### src/bsm_pkg.sv
// Package for the bank switch mapper: operation codes, register addresses,
// the item, bank state and result structures. No dependencies.
`default_nettype none

package bsm_pkg;

	typedef enum logic [1:0] {
		OP_WRITE  = 2'd0,
		OP_TICK   = 2'd1,
		OP_CPU_RD = 2'd2,
		OP_PPU_RD = 2'd3
	} op_t;

	// Register addresses, decoded exactly.
	localparam logic [15:0] ADDR_PRG_LOW  = 16'h8000;
	localparam logic [15:0] ADDR_PRG_HIGH = 16'h8001;
	localparam logic [15:0] ADDR_CHR2K_0  = 16'h8002;
	localparam logic [15:0] ADDR_CHR2K_1  = 16'h8003;
	localparam logic [15:0] ADDR_CHR1K_0  = 16'hA000;
	localparam logic [15:0] ADDR_CHR1K_1  = 16'hA001;
	localparam logic [15:0] ADDR_CHR1K_2  = 16'hA002;
	localparam logic [15:0] ADDR_CHR1K_3  = 16'hA003;
	localparam logic [15:0] ADDR_IRQ_CNT  = 16'hC000;
	localparam logic [15:0] ADDR_IRQ_EN   = 16'hC001;
	localparam logic [15:0] ADDR_MIRROR   = 16'hE000;

	localparam int unsigned MIRROR_BIT = 6;
	localparam int unsigned IRQ_EN_BIT = 0;
	localparam logic [7:0]  IRQ_TOP    = 8'hFF;
	localparam logic [7:0]  COUNT_RESET = 8'd8;

	localparam int unsigned PHYS_W = 21;

	typedef struct packed {
		op_t         op;
		logic [15:0] address;
		logic [7:0]  data;
		logic        in_vblank;
	} item_t;

	typedef struct packed {
		logic [7:0]      prg_16k_bank_count;
		logic [7:0]      prg_low;
		logic [7:0]      prg_high;
		logic [1:0][7:0] chr_2k;
		logic [3:0][7:0] chr_1k;
	} bank_state_t;

	typedef struct packed {
		logic              irq_fire;
		logic              mirror_horizontal;
		logic              mapped;
		logic [PHYS_W-1:0] phys_address;
	} result_t;

endpackage

`default_nettype wire

### src/bsm_regfile.sv
// Mapper register file: bank registers, mirroring with lock and the IRQ counter.
// Applies one item per update strobe. Depends on bsm_pkg.
`default_nettype none

module bsm_regfile (
	input  wire                 clk,
	input  wire                 arst_n,
	input  wire                 cfg_we,
	input  wire [7:0]           cfg_wdata,
	input  wire                 upd,
	input  bsm_pkg::item_t      item,
	output bsm_pkg::bank_state_t banks,
	output logic                irq_fire,
	output logic                mirror_next
);
	import bsm_pkg::*;

	logic [7:0]      count_q;
	logic [7:0]      prg_low_q, prg_high_q;
	logic [1:0][7:0] chr_2k_q;
	logic [3:0][7:0] chr_1k_q;
	logic [7:0]      irq_cnt_q;
	logic            irq_en_q;
	logic            locked_q;
	logic            mirror_q;

	logic [7:0]      prg_low_d, prg_high_d, irq_cnt_d;
	logic [1:0][7:0] chr_2k_d;
	logic [3:0][7:0] chr_1k_d;
	logic            irq_en_d, locked_d;

	always_comb begin
		prg_low_d   = prg_low_q;
		prg_high_d  = prg_high_q;
		chr_2k_d    = chr_2k_q;
		chr_1k_d    = chr_1k_q;
		irq_cnt_d   = irq_cnt_q;
		irq_en_d    = irq_en_q;
		locked_d    = locked_q;
		mirror_next = mirror_q;
		irq_fire    = 1'b0;
		case (item.op)
			OP_WRITE: begin
				case (item.address)
					ADDR_PRG_LOW: begin
						prg_low_d = item.data;
						if (!locked_q) begin
							mirror_next = item.data[MIRROR_BIT];
						end
					end
					ADDR_PRG_HIGH: prg_high_d = item.data;
					ADDR_CHR2K_0:  chr_2k_d[0] = item.data;
					ADDR_CHR2K_1:  chr_2k_d[1] = item.data;
					ADDR_CHR1K_0:  chr_1k_d[0] = item.data;
					ADDR_CHR1K_1:  chr_1k_d[1] = item.data;
					ADDR_CHR1K_2:  chr_1k_d[2] = item.data;
					ADDR_CHR1K_3:  chr_1k_d[3] = item.data;
					ADDR_IRQ_CNT:  irq_cnt_d = item.data;
					ADDR_IRQ_EN:   irq_en_d = item.data[IRQ_EN_BIT];
					ADDR_MIRROR: begin
						mirror_next = item.data[MIRROR_BIT];
						locked_d    = 1'b1;
					end
					default: ;
				endcase
			end
			OP_TICK: begin
				if (!item.in_vblank && irq_en_q) begin
					if (irq_cnt_q == IRQ_TOP) begin
						irq_fire = 1'b1;
						irq_en_d = 1'b0;
					end else begin
						irq_cnt_d = irq_cnt_q + 8'd1;
					end
				end
			end
			default: ;
		endcase
	end

	always_ff @(posedge clk or negedge arst_n) begin
		if (!arst_n) begin
			count_q    <= COUNT_RESET;
			prg_low_q  <= 8'd0;
			prg_high_q <= 8'd1;
			chr_2k_q   <= {8'd1, 8'd0};
			chr_1k_q   <= {8'd7, 8'd6, 8'd5, 8'd4};
			irq_cnt_q  <= 8'd0;
			irq_en_q   <= 1'b0;
			locked_q   <= 1'b0;
			mirror_q   <= 1'b0;
		end else begin
			if (cfg_we) begin
				count_q <= cfg_wdata;
			end
			if (upd) begin
				prg_low_q  <= prg_low_d;
				prg_high_q <= prg_high_d;
				chr_2k_q   <= chr_2k_d;
				chr_1k_q   <= chr_1k_d;
				irq_cnt_q  <= irq_cnt_d;
				irq_en_q   <= irq_en_d;
				locked_q   <= locked_d;
				mirror_q   <= mirror_next;
			end
		end
	end

	assign banks.prg_16k_bank_count = count_q;
	assign banks.prg_low            = prg_low_q;
	assign banks.prg_high           = prg_high_q;
	assign banks.chr_2k             = chr_2k_q;
	assign banks.chr_1k             = chr_1k_q;

endmodule

`default_nettype wire

### src/bsm_translate.sv
// Address translation for CPU and PPU reads through the current bank registers.
// Purely combinational. Depends on bsm_pkg.
`default_nettype none

module bsm_translate (
	input  bsm_pkg::item_t       item,
	input  bsm_pkg::bank_state_t banks,
	output logic                 mapped,
	output logic [bsm_pkg::PHYS_W-1:0] phys_address
);
	import bsm_pkg::*;

	logic [7:0]  last_bank;
	logic [7:0]  cpu_bank;
	logic [7:0]  chr_bank;

	always_comb begin
		// Fixed banks wrap at 256 like the bank registers themselves.
		last_bank    = {banks.prg_16k_bank_count[6:0], 1'b0} - 8'd1;
		cpu_bank     = 8'd0;
		chr_bank     = 8'd0;
		mapped       = 1'b0;
		phys_address = '0;
		case (item.op)
			OP_CPU_RD: begin
				case (item.address[14:13])
					2'd0:    cpu_bank = banks.prg_low;
					2'd1:    cpu_bank = banks.prg_high;
					2'd2:    cpu_bank = last_bank - 8'd1;
					default: cpu_bank = last_bank;
				endcase
				if (item.address[15]) begin
					mapped       = 1'b1;
					phys_address = {cpu_bank, item.address[12:0]};
				end
			end
			OP_PPU_RD: begin
				if (item.address[15:13] == 3'd0) begin
					mapped = 1'b1;
					if (!item.address[12]) begin
						chr_bank     = banks.chr_2k[item.address[11]];
						phys_address = {2'b00, chr_bank, item.address[10:0]};
					end else begin
						chr_bank     = banks.chr_1k[item.address[11:10]];
						phys_address = {3'b000, chr_bank, item.address[9:0]};
					end
				end
			end
			default: ;
		endcase
	end

endmodule

`default_nettype wire

### src/bank_switch_mapper_with_scanline_irq.sv
// Bank switch mapper with scanline IRQ, top level.
// Path: an accepted transaction is held in the input register, then in the output register.
// Throughput: one transaction per cycle unless m_axis_tready stalls; the input register feeds
// the decode and bank muxes, whose result lands in the output register, so nothing iterates.
// Reset: arst_n clears both stages and restores the power-on bank layout at once.
// Depends on bsm_pkg, bsm_regfile and bsm_translate.
`default_nettype none

module bank_switch_mapper_with_scanline_irq (
	input  wire        clk,
	input  wire        arst_n,
	// Configuration: program ROM size in 16 KB units.
	input  wire        cfg_we,
	input  wire [7:0]  cfg_wdata,
	// Input stream.
	input  wire        s_axis_tvalid,
	output logic       s_axis_tready,
	input  wire [31:0] s_axis_tdata,  // address[15:0], data[23:16], in_vblank[24], zero[31:25]
	input  wire [1:0]  s_axis_tuser,  // op[1:0]
	// Result stream.
	output logic       m_axis_tvalid,
	input  wire        m_axis_tready,
	output logic [23:0] m_axis_tdata  // irq_fire[0], mirror_horizontal[1], mapped[2],
	                                  // phys_address[23:3]
);
	import bsm_pkg::*;

	// Input register stage.
	logic        valid_s1;
	item_t       item_s1;

	// Output register.
	logic        out_valid_q;
	result_t     res_q;

	logic        advance;
	logic        upd;
	bank_state_t banks;
	logic        irq_fire;
	logic        mirror_next;
	logic        mapped;
	logic [PHYS_W-1:0] phys_address;

	// The item in the first stage moves on whenever the output register is free or is
	// being emptied in this cycle; the input side is ready whenever that stage frees up.
	assign advance       = !out_valid_q || m_axis_tready;
	assign s_axis_tready = !valid_s1 || advance;
	assign upd           = valid_s1 && advance;

	always_ff @(posedge clk or negedge arst_n) begin
		if (!arst_n) begin
			valid_s1 <= 1'b0;
		end else if (s_axis_tready) begin
			valid_s1 <= s_axis_tvalid;
		end
	end

	always_ff @(posedge clk) begin
		if (s_axis_tready && s_axis_tvalid) begin
			item_s1.op        <= op_t'(s_axis_tuser);
			item_s1.address   <= s_axis_tdata[15:0];
			item_s1.data      <= s_axis_tdata[23:16];
			item_s1.in_vblank <= s_axis_tdata[24];
		end
	end

	// State changes are committed only as the item leaves the first stage, so items
	// update the registers strictly in their arrival order.
	bsm_regfile u_regfile (
		.clk         (clk),
		.arst_n      (arst_n),
		.cfg_we      (cfg_we),
		.cfg_wdata   (cfg_wdata),
		.upd         (upd),
		.item        (item_s1),
		.banks       (banks),
		.irq_fire    (irq_fire),
		.mirror_next (mirror_next)
	);

	// Translation reads the banks as they stand before this item, which matches the
	// fact that a read never changes a bank register.
	bsm_translate u_translate (
		.item         (item_s1),
		.banks        (banks),
		.mapped       (mapped),
		.phys_address (phys_address)
	);

	always_ff @(posedge clk or negedge arst_n) begin
		if (!arst_n) begin
			out_valid_q <= 1'b0;
		end else if (advance) begin
			out_valid_q <= valid_s1;
		end
	end

	always_ff @(posedge clk) begin
		if (upd) begin
			res_q.irq_fire          <= irq_fire;
			res_q.mirror_horizontal <= mirror_next;
			res_q.mapped            <= mapped;
			res_q.phys_address      <= phys_address;
		end
	end

	assign m_axis_tvalid = out_valid_q;
	assign m_axis_tdata  = {res_q.phys_address, res_q.mapped, res_q.mirror_horizontal,
		res_q.irq_fire};

`ifndef SYNTH
	// A firing tick result never carries a translation.
	a_fire_not_mapped: assert property (@(posedge clk) disable iff (!arst_n)
		m_axis_tvalid && res_q.irq_fire |-> !res_q.mapped)
		else $error("irq_fire and mapped set together");

	// An unmapped result reports a zero address.
	a_unmapped_zero: assert property (@(posedge clk) disable iff (!arst_n)
		m_axis_tvalid && !res_q.mapped |-> res_q.phys_address == '0)
		else $error("unmapped result with non-zero address");

	// An empty output register never holds back the input side.
	a_ready_when_empty: assert property (@(posedge clk) disable iff (!arst_n)
		!out_valid_q |-> s_axis_tready)
		else $error("input stalled with empty output register");

	// A held item in the first stage is never dropped.
	a_s1_kept: assert property (@(posedge clk) disable iff (!arst_n)
		valid_s1 && !advance |=> valid_s1)
		else $error("stage one item lost while stalled");
`endif

endmodule

`default_nettype wire
### config.mk
export PLATFORM = sky130hd
export DESIGN_NAME = bank_switch_mapper_with_scanline_irq
export DESIGN_NICKNAME = d
export VERILOG_FILES = /design/src/bsm_pkg.sv /design/src/bsm_regfile.sv /design/src/bsm_translate.sv /design/src/bank_switch_mapper_with_scanline_irq.sv
export SDC_FILE = /design/constraint.sdc
export NUM_CORES = 1
export LEC_CHECK = 0
export BUFFER_PORTS_ARGS = -buffer_cell sky130_fd_sc_hd__buf_4
export CAP_MARGIN = 20
export CORE_MARGIN = 2
export CORE_UTILIZATION = 30
export DETAILED_ROUTE_END_ITERATION = 12
export HOLD_SLACK_MARGIN = 0.15
export SLEW_MARGIN = 5
export SYNTH_ARGS = -nofsm -noshare
export SYNTH_HDL_FRONTEND = slang
export SYNTH_SLANG_ARGS = --single-unit
### constraint.sdc
create_clock -name clk -period 2.1 [get_ports clk]
set_input_delay 0.105 -clock clk [delete_from_list [all_inputs] [get_ports clk]]
set_output_delay 0.105 -clock clk [all_outputs]
set_load 0.01 [all_outputs]
==> results of run 1 <==
==> placed cells by master (no fill, tap or decap), types with 3 or more instances in the layout <==
| master | n |
|---|---|
| nand2_1 | 26 |
| nor2b_1 | 16 |
| nand2b_1 | 9 |
| dfstp_2 | 11 |
| nor3b_1 | 4 |
| and3_1 | 3 |
| buf_6 | 5 |
| clkinv_4 | 3 |
| nor3_4 | 4 |
| buf_4 | 92 |
| nor4_4 | 5 |
| clkbuf_1 | 4 |
| nor3_1 | 8 |
| and2_1 | 4 |
| o31ai_1 | 4 |
| clkbuf_16 | 17 |
| mux4_2 | 8 |
| or2_2 | 3 |
| dlygate4sd3_1 | 49 |
| o21ai_0 | 20 |
| edfxtp_1 | 51 |
| nor2_1 | 16 |
| o2bb2ai_1 | 6 |
| ha_1 | 4 |
| nand3_1 | 6 |
| inv_1 | 13 |
| dfrtp_1 | 73 |
| mux2_4 | 61 |
| o22ai_1 | 7 |
| mux2i_1 | 10 |
| mux2_2 | 12 |
| buf_12 | 5 |
| a21oi_1 | 13 |
==> flip-flops by register name, indices dropped and copies added, names as in the netlist <==
signal	cells
item_s1	27
m_axis_tdata	24
m_axis_tvalid	1
u_regfile.banks	48
u_regfile.count_q	7
u_regfile.irq_cnt_q	8
u_regfile.irq_en_q	1
u_regfile.locked_q	1
u_regfile.mirror_q	1
u_regfile.prg_high_q	8
u_regfile.prg_low_q	8
valid_s1	1
==> per-layer routing <==
metal  part of all wire [%]  up-vias  GRT usage, %
li1                       -     1989             -
met1                     47     2173          20.3
met2                     47      116          23.3
met3                    4.8       17          3.58
met4                    1.5        0          5.67
met5                      0        -             0
==> worst min-delay path by stage <==
stage                    end  slack, ns    from  cells past startpoint
4_1_cts             valid_s1       0.23  arst_n                      2
6_report       m_axis_tvalid       0.20  arst_n                      2
5_1_grt        m_axis_tvalid       0.25  arst_n                      2
3_5_place_dp        valid_s1       0.12  arst_n                      1
2_1_floorplan  m_axis_tvalid      -0.19  arst_n                      0
3_3_place_gp        valid_s1       0.10  arst_n                      1
==> power by group through the flow <==
| stage | clock [mW] | combinational (mW) | sequential, mW |
|---|---|---|---|
| floorplan | 0 | 0.246 | 2.95 |
| global placement | 0 | 0.485 | 2.98 |
| detailed placement | 0 | 0.493 | 2.98 |
| CTS | 2.83 | 0.580 | 2.94 |
| global route | 2.96 | 0.639 | 2.95 |
| finish | 2.78 | 0.585 | 2.94 |
==> worst reg2reg max path, cell delays in order, from the launching register on <==
cell and delay, ns:
edfxtp_1 0.44, nor4_4 0.40, nand3_2 0.14, buf_4 0.16
buf_4 0.13, or3b_4 0.38, nor2_2 0.10, mux2_2 0.33
==> kinds of logic after synthesis <==
logic type | synth area share (%)
compound gates | 7.26
xor+xnor | 0.565
buf+inv | 2.54
flops | 58.8
simple gates | 12.0
fa+ha+maj | 0.806
mux | 18.1
==> per-stage QoR <==
step	power [mW]	TNS (ns)	cells	utilization (%)
final	6.31	-1.48	891	42.5
after global routing	6.55	-7.41	891	42.5
after CTS	6.35	-2.03	892	42.1
after detailed placement	3.47	-21.51	810	36.2
after global placement	3.46	-24.11	810	36.2
after floorplan	3.19	-2.36	462	-
==> final cells by class <==
cell class	count	area (um^2)
clock buffer	22	454
clock inverter	10	98.8
fill	1895	11700
inverter	13	48.8
multi-input combinational	290	2710
sequential	135	3650
tap	270	338
timing repair buffer	151	1340
==> what timing repair did <==
| item | CTS | global route |
|---|---|---|
| gates resized for setup | 39 | 27 |
| pin swaps | 4 | 0 |
| buffers inserted | 1 | 0 |
| endpoints found under the hold margin | 111 | 0 |
| setup endpoints to repair | 74 | 77 |
| hold buffers | 49 | 0 |
==> impl_metrics.tcl, run 1 <==
set metrics [dict create \
    outcome "finished with violations" \
    violations "negative setup slack" \
    syn-num-nets 513 \
    power_density_nw_per_um2 731 \
    ctsRootBufferMaster "clkbuf_16" \
    gp_congestion 0.833 \
    die_w_um 148 \
    rr_startpoint "item_s1[13]" \
    critical_path_class "reg2reg" \
    yosysTopAreaCell "dfrtp_1" \
    clockPowerShare_pct 44.1 \
    grt_pass1_vias 4511 \
    setup.worst_path.end_class "flop" \
    drt_iter0_drc 230 \
    ys_warn_count 0 \
    synth_seq_area_share_pct 58.8 \
    critPathLaunchType "flop" \
    synth-seq-cells 135 \
    ys_async_sr_fraction_pct 62.2 \
    worstSetupStartpoint "item_s1[13]" \
    grt_usage_pct 14.9 \
    final_antenna_net_count 0 \
    overflow 0 \
    wl_per_cell_um 17.5 \
    syn_area_um2 6210 \
    crit_end "u_regfile.mirror_q" \
    avgSynthCellArea_um2 13.4 \
    start_util_pct 30.6 \
    hold_path.class "in2async" \
    numCtsBuffers 17 \
    drc 0 \
    path_common_cell "buf_4" \
    die_h_um 148 \
    syn_to_final_growth_pct 39.1 \
    crit_cells 7 \
    slowest_stage "edfxtp_1" \
    path_max_fanout 3 \
    reg2reg_slack_ns -0.1 \
    synthDistinctLibCells 59 \
    switching_share_pct 23.8 \
    internal_power_mw 4.81 \
    post-synth-top-count-cell "dfrtp_1" \
    reg2reg_to "u_regfile.mirror_q" \
    finalClockSkew_ns 0.00905 \
    clkTransAtPathRegs_ns 0.06 \
    h-tree-depth 4 \
    reg2reg_depth 7 \
    post-place-ws_ns -0.354 \
    postPlaceCellArea_um2 7340 \
    p_leak_nw 3.67 \
    routed_wl_um 15600 \
    fin_nets 659 \
    grt_pass1_wl_um 24800 \
    crit_required_ns 2.40 \
    detailroute.via_count 4295 \
    cp.arrival_ns 2.50 \
    rsz0062_at_grt "true" \
    maxCapViolCount 0 \
    synth.top_cell.area_share_pct 29.4 \
    syn_inst 462 \
    synth_commonest_cells "73 x dfrtp_1, 71 x mux2_2, 51 x edfxtp_1" \
    cts_tree "built" \
    ys.flop_type "dfrtp_1" \
    setup_slack_ns -0.0978 \
    insertion_delay_ns 0.42 \
    setup_violations 45 \
    core.rowCount 52 \
    synth-edff-count 51 \
    max_slew.worst_pin.slew_ns 0.538 \
    crit_family "simple AND/OR/NAND/NOR gates" \
    dpl.hpwl_um 10200 \
    vdd.ir_drop.worst_uv 317 \
    firstDrtPassIters 4 \
    via_per_inst 4.82 \
    fmax_mhz 455 \
    grt_max_degree 47 \
    timing.hold.ws_ns 0.204 \
    port_buffers 64 \
    cts.sinks 135 \
    design_area_um2 8630 \
    slew_headroom_pct 64.1 \
    synth.area.top_cells "dfrtp_1 29%, edfxtp_1 25%, mux2_2 13%, dfstp_2 4.7%, mux4_2 2.9%" \
    crit_chain "nor4_4, nand3_2, buf_4, buf_4, or3b_4, nor2_2, mux2_2" \
    period_share_pct 105 \
    fin_crit_ns 2.20 \
    antenna_found_initial 0 \
    final_layout_size_suffix_gt1_share_pct 39.9 \
    crit_buf_inv 2 \
    n_antenna_cell 0 \
    power_switching_mw 1.50 \
    slowest_delay_ns 0.44 \
    fp.coreArea_um2 20300 \
    drv_slew 0 \
    hold_violations 0 \
    comb_power_share_pct 9.3 \
    io_pins 73 \
    cts.path.max_buffers 2 \
    power_frac_seq_pct 46.6 \
    die-area_um2 21900 \
]
No activity file was read; power rests on OpenSTA's default activity.
==> inputs of run 2 (changes only) <==
==> constraint.sdc (replaced) <==
create_clock -name clk -period 2.3 [get_ports clk]
set_input_delay 0.115 -clock clk [delete_from_list [all_inputs] [get_ports clk]]
set_output_delay 0.115 -clock clk [all_outputs]
set_load 0.01 [all_outputs]
==> run 2 against run 1 <==
The flow now finishes without violations. Utilization fell by 1.7 points. Hold slack gained 0.042 ns. Sequential share of layout area is 1.7 points higher. Setup slack improved by 0.18 ns. Clock skew up 0.00075 ns. Clock power is 8.3% lower. Via count shrank 2.2%. Clock-buffer cell count decreased by 2. Critical endpoint is now u_regfile.banks[42].
==> impl_metrics.tcl, run 2 (synthesis results as in run 1) <==
set metrics [dict create \
    rr_startpoint "item_s1[21]" \
    ctsRootBufferMaster "clkbuf_16" \
    power.total_mw 5.73 \
    antenna_found_initial 0 \
    dpl.hpwl_um 9860 \
    slew_headroom_pct 59.0 \
    grt_pass1_wl_um 23900 \
    setup_violations 0 \
    grt_pass1_vias 4464 \
    timing.hold.ws_ns 0.246 \
    reg2reg_to "u_regfile.banks[42]" \
    critical_path_class "reg2reg" \
    final_antenna_net_count 0 \
    grt_usage_pct 14.4 \
    n_antenna_cell 0 \
    die_h_um 148 \
    slowest_delay_ns 0.42 \
    detailroute.via_count 4199 \
    cts.sinks 135 \
    port_buffers 64 \
    path_max_fanout 8 \
    die-area_um2 21900 \
    fin_tns_setup_ns 0 \
    die_w_um 148 \
    core.rowCount 52 \
    drc 0 \
    gp_congestion 0.779 \
    power_density_nw_per_um2 692 \
    period_share_pct 96.4 \
    cts_setup_buffers 0 \
    grt_max_degree 47 \
    postPlaceCellArea_um2 7210 \
    fp.coreArea_um2 20300 \
    finalClockSkew_ns 0.00980 \
    syn_to_final_growth_pct 33.5 \
    rsz0062_at_grt "true" \
    insertion_delay_ns 0.42 \
    reg2reg_depth 7 \
    cp.arrival_ns 2.52 \
    dp_cells 806 \
    setup.worst_path.end_class "flop" \
    drt_iter0_drc 306 \
    cts.path.max_buffers 2 \
    max_slew.worst_pin.slew_ns 0.615 \
    clkTransAtPathRegs_ns 0.06 \
    post-route-util_pct 40.8 \
    h-tree-depth 4 \
    slowest_stage "edfxtp_1" \
    vdd.ir_drop.worst_uv 290 \
    crit_chain "nor4b_2, nand3_2, or2_4, buf_12, nor4_4, buf_6, mux2_2" \
    crit_end "u_regfile.banks[42]" \
    start_util_pct 30.6 \
    post-place-ws_ns -0.00379 \
    outcome "finished clean" \
    drv_slew 0 \
    via_per_inst 4.74 \
    largest_reg_flops 48 \
    p_leak_nw 3.54 \
    firstDrtPassIters 4 \
    final_cell_mix "91 x buf_4, 73 x dfrtp_1, 71 x mux2_2" \
    numCtsBuffers 17 \
    fin_crit_ns 2.22 \
    design_area_um2 8290 \
    final_layout_size_suffix_gt1_share_pct 38.3 \
    io_pins 73 \
    cts_tree "built" \
    reg2reg_slack_ns 0.08 \
    hold_violations 0 \
    fin_nets 655 \
    overflow 0 \
    crit_required_ns 2.60 \
    maxCapViolCount 0 \
    critPathLaunchType "flop" \
    fmax_mhz 451 \
    setup_slack_ns 0.0828 \
    stdcell_count 886 \
    routed_wl_um 14800 \
    final_common_cell "buf_4" \
    hold_path.class "in2async" \
    worstSetupStartpoint "item_s1[21]" \
    wl_per_cell_um 16.7 \
]
==> run 2: per-layer routing <==
metal | part of all wire, % | track usage, % | vias up
li1 | - | - | 1985
met1 | 46 | 19.2 | 2094
met2 | 47 | 23.1 | 102
met5 | 0 | 0 | -
met3 | 4.7 | 3.77 | 18
met4 | 1.5 | 4.62 | 0
==> run 2: what timing repair did <==
item	4_1_cts	5_1_grt
pin swaps	1	2
hold buffers	49	0
endpoints found under the setup margin	26	67
gates resized for setup	5	5
endpoints found under the hold margin	81	0
==> run 2: critical path, delay by kind of cell, from the launching register on <==
kind          cells  cell delay, ns
mux               1            0.34
flops             1            0.42
buf+inv           2            0.33
simple gates      4            1.01
==> run 2: final cells by class <==
type	instances	area [um^2]
fill	1926	12000
sequential	135	3650
multi-input combinational	290	2430
timing repair buffer	147	1280
clock buffer	20	437
tap	270	338
clock inverter	11	109
inverter	13	48.8
==> run 2: report_power, final <==
group	internal [mW]	total, mW	switching [mW]	leakage [nW]
clock	1.57	2.55	0.978	0.260
combinational	0.254	0.511	0.257	1.68
sequential	2.60	2.68	0.0801	1.61
total	4.42	5.73	1.31	3.54
==> run 2: worst min path at each step <==
stage	start	to	cells past startpoint
global route	arst_n	valid_s1	2
floorplan	arst_n	m_axis_tvalid	0
finish	arst_n	valid_s1	2
CTS	arst_n	m_axis_tvalid	2
detailed placement	arst_n	m_axis_tvalid	1
global placement	arst_n	valid_s1	1
